**src/hdl/axt_pkg.sv**
```systemverilog
// Shared types and constants for the ADRP cross-reference tracker.
// Holds the instruction encodings and the decoded-item layout that the front
// end passes to the back end. No dependencies.
package axt_pkg;

   localparam int INSN_W      = 32;
   localparam int ADDR_W      = 64;
   localparam int REG_FIELD_W = 5;
   localparam int KIND_W      = 2;

   // Instruction encodings recognized by the tracker, as mask and pattern pairs.
   localparam logic [31:0] MASK_BRREG    = 32'hFFFFFC1F;
   localparam logic [31:0] OP_RET        = 32'hD65F0000;
   localparam logic [31:0] OP_BR         = 32'hD61F0000;
   localparam logic [31:0] OP_BLR        = 32'hD63F0000;
   localparam logic [31:0] MASK_HINT     = 32'hFFFFF01F;
   localparam logic [31:0] OP_HINT       = 32'hD503201F;
   localparam logic [31:0] MASK_ADR      = 32'h1F000000;
   localparam logic [31:0] OP_ADR        = 32'h10000000;
   localparam logic [31:0] OP_ADRP       = 32'h90000000;
   localparam logic [31:0] MASK_B        = 32'h7C000000;
   localparam logic [31:0] OP_B          = 32'h14000000;
   localparam logic [31:0] MASK_BCOND    = 32'hFF000010;
   localparam logic [31:0] OP_BCOND      = 32'h54000000;
   localparam logic [31:0] MASK_CB       = 32'h7E000000;
   localparam logic [31:0] OP_CBZ        = 32'h34000000;
   localparam logic [31:0] OP_TBZ        = 32'h36000000;
   localparam logic [31:0] MASK_LIT      = 32'h3B000000;
   localparam logic [31:0] OP_LIT        = 32'h18000000;
   localparam logic [31:0] MASK_ADD      = 32'hFF800000;
   localparam logic [31:0] OP_ADD        = 32'h91000000;
   localparam logic [31:0] MASK_MOV      = 32'hFFE0FFE0;
   localparam logic [31:0] OP_MOV64      = 32'hAA0003E0;
   localparam logic [31:0] OP_MOV32      = 32'h2A0003E0;
   localparam logic [31:0] MASK_LDR_UOFF = 32'hFFC00000;
   localparam logic [31:0] OP_LDR64      = 32'hF9400000;
   localparam logic [31:0] OP_LDR32      = 32'hB9400000;
   localparam logic [31:0] MASK_LDR_IDX  = 32'hFFE00400;
   localparam logic [31:0] OP_LDR64_IDX  = 32'hF8400400;
   localparam logic [31:0] OP_LDR32_IDX  = 32'hB8400400;

   // Cross-reference kinds as they appear on the result channel.
   localparam logic [KIND_W-1:0] KIND_ADR      = 2'd0;
   localparam logic [KIND_W-1:0] KIND_LITERAL  = 2'd1;
   localparam logic [KIND_W-1:0] KIND_ADRP_ADD = 2'd2;
   localparam logic [KIND_W-1:0] KIND_ADRP_LDR = 2'd3;

   // What the back end does with one decoded item.
   typedef enum logic [2:0] {
      ACT_NOP        = 3'd0,
      ACT_SET_PAGE   = 3'd1,
      ACT_EMIT_PC    = 3'd2,
      ACT_EMIT_TABLE = 3'd3,
      ACT_MOV_COPY   = 3'd4,
      ACT_CLEAR      = 3'd5
   } action_type;

   typedef struct packed {
      action_type              action;
      logic [KIND_W-1:0]       kind;
      logic [REG_FIELD_W-1:0]  src;
      logic [REG_FIELD_W-1:0]  dst;
      logic [ADDR_W-1:0]       base;
      logic [ADDR_W-1:0]       offset;
      logic                    last;
   } queue_entry_type;

endpackage

```
**src/hdl/adrp_xref_tracker_core.sv**
```systemverilog
// ADRP cross-reference tracker, top level.
// req_* carries one AArch64 instruction word per item; req_tlast marks the
// final word of a region. The word address is the base address plus four
// times the word's position in the region.
// rsp_* carries zero or one cross-reference per word: the address on
// rsp_tdata and its kind on rsp_tuser (ADR, PC literal, ADRP plus ADD,
// ADRP plus LDR), in the order of the words.
// csr_* writes the base address; it is always ready and should be written
// only while no item is in flight.
// The front end decodes a word in the cycle it is accepted and places it in
// a small queue; the back end takes one queued item per cycle unless its
// result cannot yet be stored, reads the page table, does one 64-bit add and
// loads the result register, which feeds rsp_tvalid. While rsp_tready holds,
// the block sustains one word per cycle, bounded by the single back-end
// table access. When rsp_tready is held low, words with no result drain until
// a word with a result heads the queue; the queue then takes input until it
// fills, then req_tready drops. Reset clears the base address, word position,
// all page valid bits and the queue; page values themselves are never cleared.
module adrp_xref_tracker_core #(
   parameter int NUM_REGS    = 32,
   parameter int QUEUE_DEPTH = 4
) (
   input  logic                          clock,
   input  logic                          reset,
   input  logic                          req_tvalid,
   output logic                          req_tready,
   input  logic [axt_pkg::INSN_W-1:0]    req_tdata,  // [31:0] insn_word
   input  logic                          req_tlast,
   output logic                          rsp_tvalid,
   input  logic                          rsp_tready,
   output logic [axt_pkg::ADDR_W-1:0]    rsp_tdata,  // [63:0] xref_address
   output logic [axt_pkg::KIND_W-1:0]    rsp_tuser,  // [1:0] xref_kind
   input  logic                          csr_valid,
   output logic                          csr_ready,
   input  logic [axt_pkg::ADDR_W-1:0]    csr_data
);

   logic                      push;
   logic                      pop;
   logic                      queue_full;
   logic                      head_valid;
   axt_pkg::queue_entry_type  push_entry;
   axt_pkg::queue_entry_type  head;

   axt_front u_front (
      .clock      (clock),
      .reset      (reset),
      .req_tvalid (req_tvalid),
      .req_tready (req_tready),
      .req_tdata  (req_tdata),
      .req_tlast  (req_tlast),
      .csr_valid  (csr_valid),
      .csr_ready  (csr_ready),
      .csr_data   (csr_data),
      .queue_full (queue_full),
      .push       (push),
      .entry      (push_entry)
   );

   axt_queue #(
      .QUEUE_DEPTH (QUEUE_DEPTH)
   ) u_queue (
      .clock      (clock),
      .reset      (reset),
      .push       (push),
      .push_entry (push_entry),
      .pop        (pop),
      .full       (queue_full),
      .head_valid (head_valid),
      .head       (head)
   );

   axt_back #(
      .NUM_REGS (NUM_REGS)
   ) u_back (
      .clock      (clock),
      .reset      (reset),
      .head_valid (head_valid),
      .head       (head),
      .pop        (pop),
      .rsp_tvalid (rsp_tvalid),
      .rsp_tready (rsp_tready),
      .rsp_tdata  (rsp_tdata),
      .rsp_tuser  (rsp_tuser)
   );

endmodule

```
**src/hdl/axt_front.sv**
```systemverilog
// Front end of the tracker: accepts instruction words, forms the word address
// and decodes each word into a queue entry. Owns the base address register.
// Depends on axt_pkg.
module axt_front (
   input  logic                          clock,
   input  logic                          reset,
   input  logic                          req_tvalid,
   output logic                          req_tready,
   input  logic [axt_pkg::INSN_W-1:0]    req_tdata,
   input  logic                          req_tlast,
   input  logic                          csr_valid,
   output logic                          csr_ready,
   input  logic [axt_pkg::ADDR_W-1:0]    csr_data,
   input  logic                          queue_full,
   output logic                          push,
   output axt_pkg::queue_entry_type      entry
);

   logic [axt_pkg::ADDR_W-1:0] base_ff, base_in;
   logic [axt_pkg::ADDR_W-1:0] pos_ff, pos_in;
   logic [axt_pkg::ADDR_W-1:0] pc;
   logic [31:0]                w;
   logic [20:0]                imm21;
   logic [11:0]                imm12;
   logic                       is_skip;
   logic                       is_branch;
   logic                       is_ldr_other;

   assign csr_ready  = 1'b1;
   assign req_tready = !queue_full;
   assign push       = req_tvalid && req_tready;
   assign w          = req_tdata;
   assign pc         = base_ff + {pos_ff[axt_pkg::ADDR_W-3:0], 2'b00};
   assign imm21      = {w[23:5], w[30:29]};
   assign imm12      = w[21:10];

   assign is_skip = ((w & axt_pkg::MASK_BRREG) == axt_pkg::OP_RET)
                 || ((w & axt_pkg::MASK_BRREG) == axt_pkg::OP_BR)
                 || ((w & axt_pkg::MASK_BRREG) == axt_pkg::OP_BLR)
                 || ((w & axt_pkg::MASK_HINT) == axt_pkg::OP_HINT);
   assign is_branch = ((w & axt_pkg::MASK_B) == axt_pkg::OP_B)
                   || ((w & axt_pkg::MASK_BCOND) == axt_pkg::OP_BCOND)
                   || ((w & axt_pkg::MASK_CB) == axt_pkg::OP_CBZ)
                   || ((w & axt_pkg::MASK_CB) == axt_pkg::OP_TBZ);
   assign is_ldr_other = ((w & axt_pkg::MASK_LDR_UOFF) == axt_pkg::OP_LDR32)
                      || ((w & axt_pkg::MASK_LDR_IDX) == axt_pkg::OP_LDR64_IDX)
                      || ((w & axt_pkg::MASK_LDR_IDX) == axt_pkg::OP_LDR32_IDX);

   always_comb begin
      entry        = '0;
      entry.action = axt_pkg::ACT_NOP;
      entry.kind   = axt_pkg::KIND_ADR;
      entry.src    = w[9:5];
      entry.dst    = w[4:0];
      entry.base   = pc;
      entry.offset = '0;
      entry.last   = req_tlast;
      if (is_skip) begin
         entry.action = axt_pkg::ACT_NOP;
      end else if ((w & axt_pkg::MASK_ADR) == axt_pkg::OP_ADR) begin
         if (w[31]) begin
            entry.action = axt_pkg::ACT_SET_PAGE;
            entry.base   = {pc[63:12], 12'h000};
            entry.offset = {{31{imm21[20]}}, imm21, 12'h000};
         end else begin
            entry.action = axt_pkg::ACT_EMIT_PC;
            entry.kind   = axt_pkg::KIND_ADR;
            entry.offset = {{43{imm21[20]}}, imm21};
         end
      end else if (is_branch) begin
         entry.action = axt_pkg::ACT_NOP;
      end else if ((w & axt_pkg::MASK_LIT) == axt_pkg::OP_LIT) begin
         entry.action = axt_pkg::ACT_EMIT_PC;
         entry.kind   = axt_pkg::KIND_LITERAL;
         entry.offset = {{43{w[23]}}, w[23:5], 2'b00};
      end else if ((w & axt_pkg::MASK_ADD) == axt_pkg::OP_ADD) begin
         entry.action = axt_pkg::ACT_EMIT_TABLE;
         entry.kind   = axt_pkg::KIND_ADRP_ADD;
         entry.offset = w[22] ? {40'd0, imm12, 12'h000} : {52'd0, imm12};
      end else if ((w & axt_pkg::MASK_MOV) == axt_pkg::OP_MOV64) begin
         entry.action = axt_pkg::ACT_MOV_COPY;
         entry.src    = w[20:16];
      end else if ((w & axt_pkg::MASK_MOV) == axt_pkg::OP_MOV32) begin
         entry.action = axt_pkg::ACT_CLEAR;
      end else if ((w & axt_pkg::MASK_LDR_UOFF) == axt_pkg::OP_LDR64) begin
         entry.action = axt_pkg::ACT_EMIT_TABLE;
         entry.kind   = axt_pkg::KIND_ADRP_LDR;
         entry.offset = {49'd0, imm12, 3'b000};
      end else if (is_ldr_other) begin
         entry.action = axt_pkg::ACT_CLEAR;
      end
   end

   always_comb begin
      base_in = base_ff;
      if (csr_valid && csr_ready) begin
         base_in = csr_data;
      end
      pos_in = pos_ff;
      if (push) begin
         pos_in = req_tlast ? '0 : pos_ff + 64'd1;
      end
   end

   always_ff @(posedge clock) begin
      if (reset) begin
         base_ff <= '0;
         pos_ff  <= '0;
      end else begin
         base_ff <= base_in;
         pos_ff  <= pos_in;
      end
   end

`ifndef SYNTH
   a_last_restarts_region: assert property (@(posedge clock) disable iff (reset)
      (push && req_tlast) |=> (pos_ff == '0)) else $error("position not cleared after last word");
   a_position_steps: assert property (@(posedge clock) disable iff (reset)
      (push && !req_tlast) |=> (pos_ff == $past(pos_ff) + 64'd1))
      else $error("position did not advance by one word");
   a_no_push_when_full: assert property (@(posedge clock) disable iff (reset)
      queue_full |-> !push) else $error("item accepted while the queue is full");
`endif

endmodule

```
**src/hdl/axt_queue.sv**
```systemverilog
// Short queue of decoded items between the front end and the back end.
// Registered entries with read and write pointers. Depends on axt_pkg.
module axt_queue #(
   parameter int QUEUE_DEPTH = 4
) (
   input  logic                      clock,
   input  logic                      reset,
   input  logic                      push,
   input  axt_pkg::queue_entry_type  push_entry,
   input  logic                      pop,
   output logic                      full,
   output logic                      head_valid,
   output axt_pkg::queue_entry_type  head
);

   localparam int PTR_W = (QUEUE_DEPTH > 1) ? $clog2(QUEUE_DEPTH) : 1;
   localparam int CNT_W = $clog2(QUEUE_DEPTH + 1);

   axt_pkg::queue_entry_type entries_ff [QUEUE_DEPTH];
   logic [PTR_W-1:0] wr_ptr_ff, wr_ptr_in;
   logic [PTR_W-1:0] rd_ptr_ff, rd_ptr_in;
   logic [CNT_W-1:0] count_ff, count_in;

   assign full       = (count_ff == CNT_W'(QUEUE_DEPTH));
   assign head_valid = (count_ff != '0);
   assign head       = entries_ff[rd_ptr_ff];

   always_comb begin
      wr_ptr_in = wr_ptr_ff;
      rd_ptr_in = rd_ptr_ff;
      count_in  = count_ff;
      if (push) begin
         wr_ptr_in = (wr_ptr_ff == PTR_W'(QUEUE_DEPTH - 1)) ? '0 : wr_ptr_ff + 1'b1;
      end
      if (pop) begin
         rd_ptr_in = (rd_ptr_ff == PTR_W'(QUEUE_DEPTH - 1)) ? '0 : rd_ptr_ff + 1'b1;
      end
      if (push && !pop) begin
         count_in = count_ff + 1'b1;
      end else if (pop && !push) begin
         count_in = count_ff - 1'b1;
      end
   end

   always_ff @(posedge clock) begin
      if (reset) begin
         wr_ptr_ff <= '0;
         rd_ptr_ff <= '0;
         count_ff  <= '0;
      end else begin
         wr_ptr_ff <= wr_ptr_in;
         rd_ptr_ff <= rd_ptr_in;
         count_ff  <= count_in;
      end
   end

   always_ff @(posedge clock) begin
      if (push) begin
         entries_ff[wr_ptr_ff] <= push_entry;
      end
   end

`ifndef SYNTH
   a_count_bounded: assert property (@(posedge clock) disable iff (reset)
      count_ff <= CNT_W'(QUEUE_DEPTH)) else $error("queue count exceeds depth");
   a_no_pop_empty: assert property (@(posedge clock) disable iff (reset)
      pop |-> head_valid) else $error("pop from an empty queue");
   a_count_tracks: assert property (@(posedge clock) disable iff (reset)
      (push && !pop) |=> (count_ff == $past(count_ff) + 1'b1))
      else $error("queue count did not follow a push");
`endif

endmodule

```
**src/hdl/axt_back.sv**
```systemverilog
// Back end of the tracker: holds the page table and valid bits, carries out
// each decoded item and drives the registered result channel. Depends on axt_pkg.
module axt_back #(
   parameter int NUM_REGS = 32
) (
   input  logic                          clock,
   input  logic                          reset,
   input  logic                          head_valid,
   input  axt_pkg::queue_entry_type      head,
   output logic                          pop,
   output logic                          rsp_tvalid,
   input  logic                          rsp_tready,
   output logic [axt_pkg::ADDR_W-1:0]    rsp_tdata,
   output logic [axt_pkg::KIND_W-1:0]    rsp_tuser
);

   localparam int IDX_W = $clog2(NUM_REGS);

   logic [axt_pkg::ADDR_W-1:0] page_ff [NUM_REGS];
   logic [NUM_REGS-1:0]        valid_ff, valid_in;
   logic                       rsp_valid_ff, rsp_valid_in;
   logic [axt_pkg::ADDR_W-1:0] rsp_addr_ff;
   logic [axt_pkg::KIND_W-1:0] rsp_kind_ff;
   logic [IDX_W-1:0]           src_idx;
   logic [IDX_W-1:0]           dst_idx;
   logic [axt_pkg::ADDR_W-1:0] src_value;
   logic                       src_valid;
   logic                       from_table;
   logic [axt_pkg::ADDR_W-1:0] sum;
   logic                       emit;
   logic                       out_free;
   logic                       page_we;

   assign src_idx    = head.src[IDX_W-1:0];
   assign dst_idx    = head.dst[IDX_W-1:0];
   assign src_value  = page_ff[src_idx];
   assign src_valid  = valid_ff[src_idx];
   assign from_table = (head.action == axt_pkg::ACT_EMIT_TABLE)
                    || (head.action == axt_pkg::ACT_MOV_COPY);
   // One shared adder: pc-relative forms add to the word address, table forms
   // add to the tracked page value (a register move adds zero).
   assign sum        = (from_table ? src_value : head.base) + head.offset;
   assign emit       = (head.action == axt_pkg::ACT_EMIT_PC)
                    || ((head.action == axt_pkg::ACT_EMIT_TABLE) && src_valid);
   assign out_free   = !rsp_valid_ff || rsp_tready;
   assign pop        = head_valid && (!emit || out_free);

   assign rsp_tvalid = rsp_valid_ff;
   assign rsp_tdata  = rsp_addr_ff;
   assign rsp_tuser  = rsp_kind_ff;

   always_comb begin
      valid_in = valid_ff;
      page_we  = 1'b0;
      if (pop) begin
         case (head.action)
            axt_pkg::ACT_SET_PAGE: begin
               valid_in[dst_idx] = 1'b1;
               page_we           = 1'b1;
            end
            axt_pkg::ACT_MOV_COPY: begin
               valid_in[dst_idx] = src_valid;
               page_we           = src_valid;
            end
            axt_pkg::ACT_EMIT_PC, axt_pkg::ACT_EMIT_TABLE, axt_pkg::ACT_CLEAR: begin
               valid_in[dst_idx] = 1'b0;
            end
            default: begin
               valid_in = valid_ff;
            end
         endcase
         if (head.last) begin
            valid_in = '0;
         end
      end
   end

   always_comb begin
      rsp_valid_in = rsp_valid_ff;
      if (pop && emit) begin
         rsp_valid_in = 1'b1;
      end else if (rsp_tready) begin
         rsp_valid_in = 1'b0;
      end
   end

   always_ff @(posedge clock) begin
      if (reset) begin
         valid_ff     <= '0;
         rsp_valid_ff <= 1'b0;
      end else begin
         valid_ff     <= valid_in;
         rsp_valid_ff <= rsp_valid_in;
      end
   end

   always_ff @(posedge clock) begin
      if (pop && emit) begin
         rsp_addr_ff <= sum;
         rsp_kind_ff <= head.kind;
      end
   end

   always_ff @(posedge clock) begin
      if (page_we) begin
         page_ff[dst_idx] <= sum;
      end
   end

`ifndef SYNTH
   a_emit_needs_room: assert property (@(posedge clock) disable iff (reset)
      (pop && emit) |-> out_free) else $error("result issued over a waiting result");
   a_region_end_clears: assert property (@(posedge clock) disable iff (reset)
      (pop && head.last) |=> (valid_ff == '0)) else $error("valid bits survive region end");
   a_page_set_valid: assert property (@(posedge clock) disable iff (reset)
      (pop && !head.last && head.action == axt_pkg::ACT_SET_PAGE)
      |=> valid_ff[$past(dst_idx)]) else $error("page entry not marked valid");
`endif

endmodule
```
**config.mk**
```make
export PLATFORM = sky130hd
export DESIGN_NAME = adrp_xref_tracker_core
export DESIGN_NICKNAME = d
export VERILOG_FILES = /design/src/hdl/axt_pkg.sv /design/src/hdl/adrp_xref_tracker_core.sv /design/src/hdl/axt_front.sv /design/src/hdl/axt_queue.sv /design/src/hdl/axt_back.sv
export SDC_FILE = /design/constraint.sdc
export NUM_CORES = 2
export LEC_CHECK = 0
export BUFFER_PORTS_ARGS = -buffer_cell sky130_fd_sc_hd__buf_4
export CAP_MARGIN = 15
export CORE_MARGIN = 5
export CORE_UTILIZATION = 35
export DETAILED_ROUTE_END_ITERATION = 16
export GPL_ROUTABILITY_DRIVEN = 0
export PLACE_DENSITY_LB_ADDON = 0.15
export SYNTH_ARGS = -nofsm -noshare
export SYNTH_HDL_FRONTEND = slang
export SYNTH_SLANG_ARGS = --single-unit
export TNS_END_PERCENT = 30
```
**constraint.sdc**
```tcl
create_clock -name clock -period 8.6 [get_ports clock]
set_input_delay 1.72 -clock clock [delete_from_list [all_inputs] [get_ports clock]]
set_output_delay 1.72 -clock clock [all_outputs]
set_load 0.02 [all_outputs]
```
After elaboration in Yosys (flattened, before gate mapping)
Memories as Yosys holds them, arrays and structs flattened. A register that Yosys moved wholly into a read port is not among the register bits.
Cells that the tools add are included.
{ "word_totals": {"reg_bits": 234, "latchBits": 0, "mem_bits_rw": 2624, "rom_bits": 0, "in_bits": 102, "output_inout_bits": 69, "word_cells": 133, "n_memories": 2} }
{ "mem_list": {"columns": ["name", "depth", "word_bits", "rd", "rd_clocked_by_memory_dff", "write_ports", "line_no", "rtl"], "rows": [
  ["u_back.page_ff", 32, 64, 1, 0, 1, "axt_back.sv:19", "logic [axt_pkg::ADDR_W-1:0] page_ff [NUM_REGS];"],
  ["u_queue.entries_ff", 4, 144, 1, 1, 1, "axt_queue.sv:19", "axt_pkg::queue_entry_type entries_ff [QUEUE_DEPTH];"]
]} }
{ "op_classes": {"addsub": 7, "n_mul": 0, "div": 0, "order_cmp": 3, "n_eq_ne": 25, "shifts": 0, "n_mux": 54, "n_bitwise": 3, "reduce_logical": 30} }
{ "op_table": {"columns": ["cell", "n"], "rows": [
  ["64-bit two-way mux", 8],
  ["64-bit adder", 2],
  ["32-bit one-hot mux with 3 select lines", 1],
  ["27-bit equality test, second input constant", 3],
  ["76-bit two-way mux", 1],
  ["64-bit by 1-bit adder with 64-bit output, second input constant", 1],
  ["32-bit two-way mux", 2],
  ["5-bit two-way mux", 7],
  ["32-bit bitwise AND", 1],
  ["32-bit bitwise mux", 1],
  ["32-bit inverter", 1],
  ["32-bit OR", 1],
  ["25-bit equality test, second input constant", 1],
  ["12-bit equality test, second input constant", 2],
  ["12-bit two-way mux", 2],
  ["24-bit two-way mux", 1],
  ["3-bit two-way mux", 8],
  ["22-bit by 20-bit equality test with 1-bit output, second input constant", 1],
  ["22-bit equality test, second input constant", 1],
  ["10-bit equality test, second input constant", 2],
  ["2-bit two-way mux", 8],
  ["15-bit two-way mux", 1],
  ["7-bit two-way mux", 2],
  ["6-bit by 5-bit equality test with 1-bit output, second input constant", 2],
  ["other kinds (26)", 62]
]} }

Longest topological paths before layout
{ "depth": {"depth_word": 12, "depth_mapped": 25, "mapped_depth_nobuf": 20} }

Cells and area by module
From an unflattened synthesis, not the netlist that was laid out.
{ "hier_totals": {"hier_cells": 6024, "area_unflattened_um2": 116963.4} }
{ "by_module_without_submodules": {"columns": ["module", "instances", "cells_each", "area_each_um2", "seq_area_each_um2"], "rows": [
  ["axt_back", 1, 3985, 85949.9, 64141.5],
  ["axt_queue", 1, 796, 21181.6, 17476.8],
  ["axt_front", 1, 1243, 9831.9, 2522.4]
]} }

Least setup slack after synthesis
OpenSTA, ideal clock, no wires.
{ "synth_path": {"kind": "reg2reg", "startpoint": "register with a tool-made name", "endpoint": "memory u_back.page_ff[16][0] in the netlist's numbering (enable)", "arrival_ns": 7.065, "required_ns": 8.035, "setup_slack_ns": 0.970, "stages_incl_launch_ff": 12, "n_path_buf": 2, "cell_sequence": "dfxtp_1 > buf_6 > mux4_2 > mux4_1 > nand2_1 > a211o_1 > and4b_1 > or2_2 > mux2i_1 > nand2_1 > buf_1 > nor3_1"} }
{ "synth_rtl": {"columns": ["item", "line_no"], "rows": [
  ["end: declaration", "axt_back.sv:19"]
]} }

==> metrics.md <==
| Metric | Value |
|---|---|
| Final setup fails | 0 |
| Maximum number of pins on one net before global-route repair | 77 |
| Met3 Usage GRT | 3.00% |
| Area share of the largest cell type after synthesis | 68.5% |
| CTS tree | built |
| Number of setup buffers added after CTS | 0 |
| Number of instances resized during post-cts repair | 0 |
| Period utilization | 92.1% |
| CP Cell Sequence | mux4_4 -> buf_4 -> mux4_2 -> and2_1 -> a211oi_1 -> a311oi_1 -> a21oi_1 -> buf_4 -> o21ai_0 -> ha_1 -> nor2b_1 -> o31a_1 -> o31ai_1 -> o41ai_2 -> buf_4 -> a41oi_1 -> o21ai_1 -> a31oi_1 -> buf_4 -> o21ai_0 -> buf_4 -> a21boi_0 -> xnor2_2 -> buf_4 |
| Total routing resource utilization after global routing | 19.7% |
| Min-delay worst type | register to register |
| Total Wirelength | 336 mm |
| Maximum buffer depth of the clock tree | 4 |
| I/O pin cnt | 171 |
| Router iterations before antenna repair | 10 |
| Buf/Inv on CP | 6 |
| Row cnt | 208 |
| Type of element launching the critical path | register |
| DRT iter0 DRCs | 6199 |
| Clock tree root driver cell | sky130_fd_sc_hd__clkbuf_16 |
| Final sum of negative setup slack | 0 ns |
| Cells taking the most area after synthesis | sky130_fd_sc_hd__edfxtp_1, sky130_fd_sc_hd__mux4_2, sky130_fd_sc_hd__dfxtp_1 |
| Number of synthesized register bits | 2734 |
| Final worst path period need | 7.92 ns |
| Setup repair after global routing missed its margin | false |
| Detailed-route DRC error count | 0 |
| Via count normalized by instance count | 5.53 |
| Total of fill cells in the finished design | 28753 |
| Number of warnings issued by yosys | 0 |
| Vias in the first global route | 62904 |
| Delay of the slowest critical-path stage | 1.03 ns |
| Measured slew at the worst slew-check pin | 1.04 ns |
| Fraction of registers with async set/reset | 0% |
| Wire length per cell after detailed routing | 29.8 microns |
| Clk Latency, worst-skew pair | 0.87 ns |
| Met1 Track Usage GR | 28.1% |
| Number of slew-limit violations in the final report | 0 |
| Library cell appearing most often on the critical path | sky130_fd_sc_hd__buf_4 |
| Layout Skew | 0.0611 ns |
| EDFF count, synth | 2566 |
| Main flop type after synthesis | sky130_fd_sc_hd__edfxtp_1 |
| Global-route track usage on met2 | 32.2% |
| Most used standard cells in the synthesized netlist | sky130_fd_sc_hd__edfxtp_1, sky130_fd_sc_hd__mux4_2, sky130_fd_sc_hd__nand2_1 |
| Critical-path cell with the highest stage delay | sky130_fd_sc_hd__mux4_4 |
| Number of nets in the final layout | 6948 |
| Die Ht | 577 microns |
| Final hold violation count | 0 |
| TritonCTS buffer count | 303 |
| Crit path max fanout | 33 |
| Summed instance area of the synthesized netlist | 112000 sq um |
| Maximum operating frequency | 0.126 GHz |
| Core region area | 320000 sq um |
| Antenna violations before repair | 19 |
| Gate count after technology mapping | 6337 |
| Clock-pin slew on the worst setup and hold paths | 0.06 ns |
| # clock sinks | 2734 |
| Chip width | 577 microns |
| Critical path data arrival time | 8.55 ns |
| Synth-to-layout area growth | 16.4% |
| Effective utilization at floorplan | 35.1% |
| Family with the most delay on the worst path | compound AO/OA/AOI/OAI gates |
| Syn_nets | 6574 |
| Post-synthesis cell type with the largest combined area | sky130_fd_sc_hd__edfxtp_1 |
| Wire length of the first global-routing pass | 474 mm |
| Fraction of the yosys area taken by sequential cells | 71.5% |
| Count of different cell masters after synthesis | 76 |
| Area enclosed by the die boundary | 333000 sq um |
| H-Tree Level Count | 5 |
| Input/output buffers | 169 |
| Outcome | finished clean |
| Vias | 62186 |
| Detail Route Antenna Nets | 0 |
| Synthesized area per cell | 17.7 sq um |
| Quantity of hold-fixing buffers added after cts | 0 |
| Required time reported for the critical path endpoint | 9.23 ns |
| Global route overflow | 0 |
| Cell with the most instances after synthesis | sky130_fd_sc_hd__edfxtp_1 |
| Worst slew slack as a fraction of its limit | 30.1% |
| Hpwl dp | 186 mm |
| Crit end category | register |
| Type of the worst setup path | register to register |
| Share of post-route cells with drive strength above 1 | 23.0% |
| Max-cap violation count | 0 |
| Busiest layer in global routing | met2 |
[state kept, by name, indices dropped and copies added (netlist names), named ones only]
name                count
u_back.rsp_tvalid       1
u_queue.entries_ff    452
u_queue.count_ff        3
u_back.rsp_tdata       64
u_front.base_ff        64
u_front.pos_ff         62
u_queue.rd_ptr_ff       2
u_back.valid_ff        32
u_back.rsp_tuser        2
u_queue.wr_ptr_ff       2
u_back.page_ff       2048
[path summary, 6_finish.rpt]
check | cells past startpoint | startpoint | endpoint | slack [ns]
worst max-delay path | 24 | register | u_back.page_ff[18][42]$_DFFE_PP_ | 0.68
worst min-delay path | 1 | u_back.valid_ff[4]$_SDFFE_PP0P_ | u_back.valid_ff[4]$_SDFFE_PP0P_ | 0.47
worst max register to register | 24 | register | u_back.page_ff[18][42]$_DFFE_PP_ | 0.68
worst min register to register | 1 | u_back.valid_ff[4]$_SDFFE_PP0P_ | u_back.valid_ff[4]$_SDFFE_PP0P_ | 0.47
[cells in the final DEF, fill, tap and decap left out, drive strengths merged, types with 45 or more instances in the layout]
| cell | Yosys | final |
|---|---|---|
| nor3 | 57 | 57 |
| o21ai | 186 | 186 |
| mux2i | 85 | 85 |
| nand2 | 461 | 461 |
| xnor2 | 87 | 87 |
| a21o | 91 | 91 |
| and2 | 151 | 151 |
| clkbuf | 268 | 385 |
| inv | 53 | 63 |
| dfxtp | 168 | 168 |
| buf | 106 | 443 |
| mux4 | 626 | 626 |
| edfxtp | 2566 | 2566 |
| nand3 | 55 | 55 |
| nor2 | 239 | 239 |
| a311oi | 67 | 67 |
| xor2 | 83 | 83 |
| clkinv | 0 | 114 |
| a211oi | 134 | 134 |
| a21oi | 237 | 237 |
| ha | 132 | 132 |
| a31oi | 82 | 82 |
| nand4 | 45 | 45 |
[layer usage]
metal | vias up | share of wire (%)
met4 | 0 | 2.0
met1 | 33380 | 44
met3 | 431 | 6.0
met5 | - | 0
li1 | 26350 | -
met2 | 2025 | 48
[cell families (layout without fill, tap and decap cells)]
family	after synthesis	after routing	synth area share, %
compound gates	988	988	5.81
simple gates	1164	1164	4.88
xor+xnor	170	170	1.32
buf+inv	427	1032	1.55
other cells	1	8	0.00334
fa+ha+maj	135	135	1.52
mux	718	718	13.4
flops	2734	2734	71.5
[area by class of cell]
cell class / instances / area [sq um] / share of cell area, %
Sequential cell: 2734 / 80400 / 61.5
Clock buffer: 385 / 8140 / 6.22
Inverter: 53 / 199 / 0.152
Tap cell: 4305 / 5390 / 4.12
Multi-Input combinational cell: 3176 / 31000 / 23.7
Timing Repair Buffer: 443 / 4390 / 3.35
Antenna cell: 7 / 17.5 / 0.0134
Clock inverter: 151 / 1320 / 1.01
[stage by stage]
stage / util [%] / hold WS, ns / setup WS [ns] / area (sq um) / instances
floorplan: - / 0.434 / 0.970 / 112000 / 6337
global placement: 37.8 / 0.448 / 0.709 / 121000 / 10701
detailed placement: 37.8 / 0.454 / 0.552 / 121000 / 10703
CTS: 40.8 / 0.469 / 0.506 / 131000 / 11239
global route: 40.8 / 0.482 / 0.361 / 131000 / 11252
finish: 40.8 / 0.473 / 0.680 / 131000 / 11254
Power is left out: the tool's default activity adds up to more than one toggle a clock period on the data nets, which glitch-free logic cannot reach.
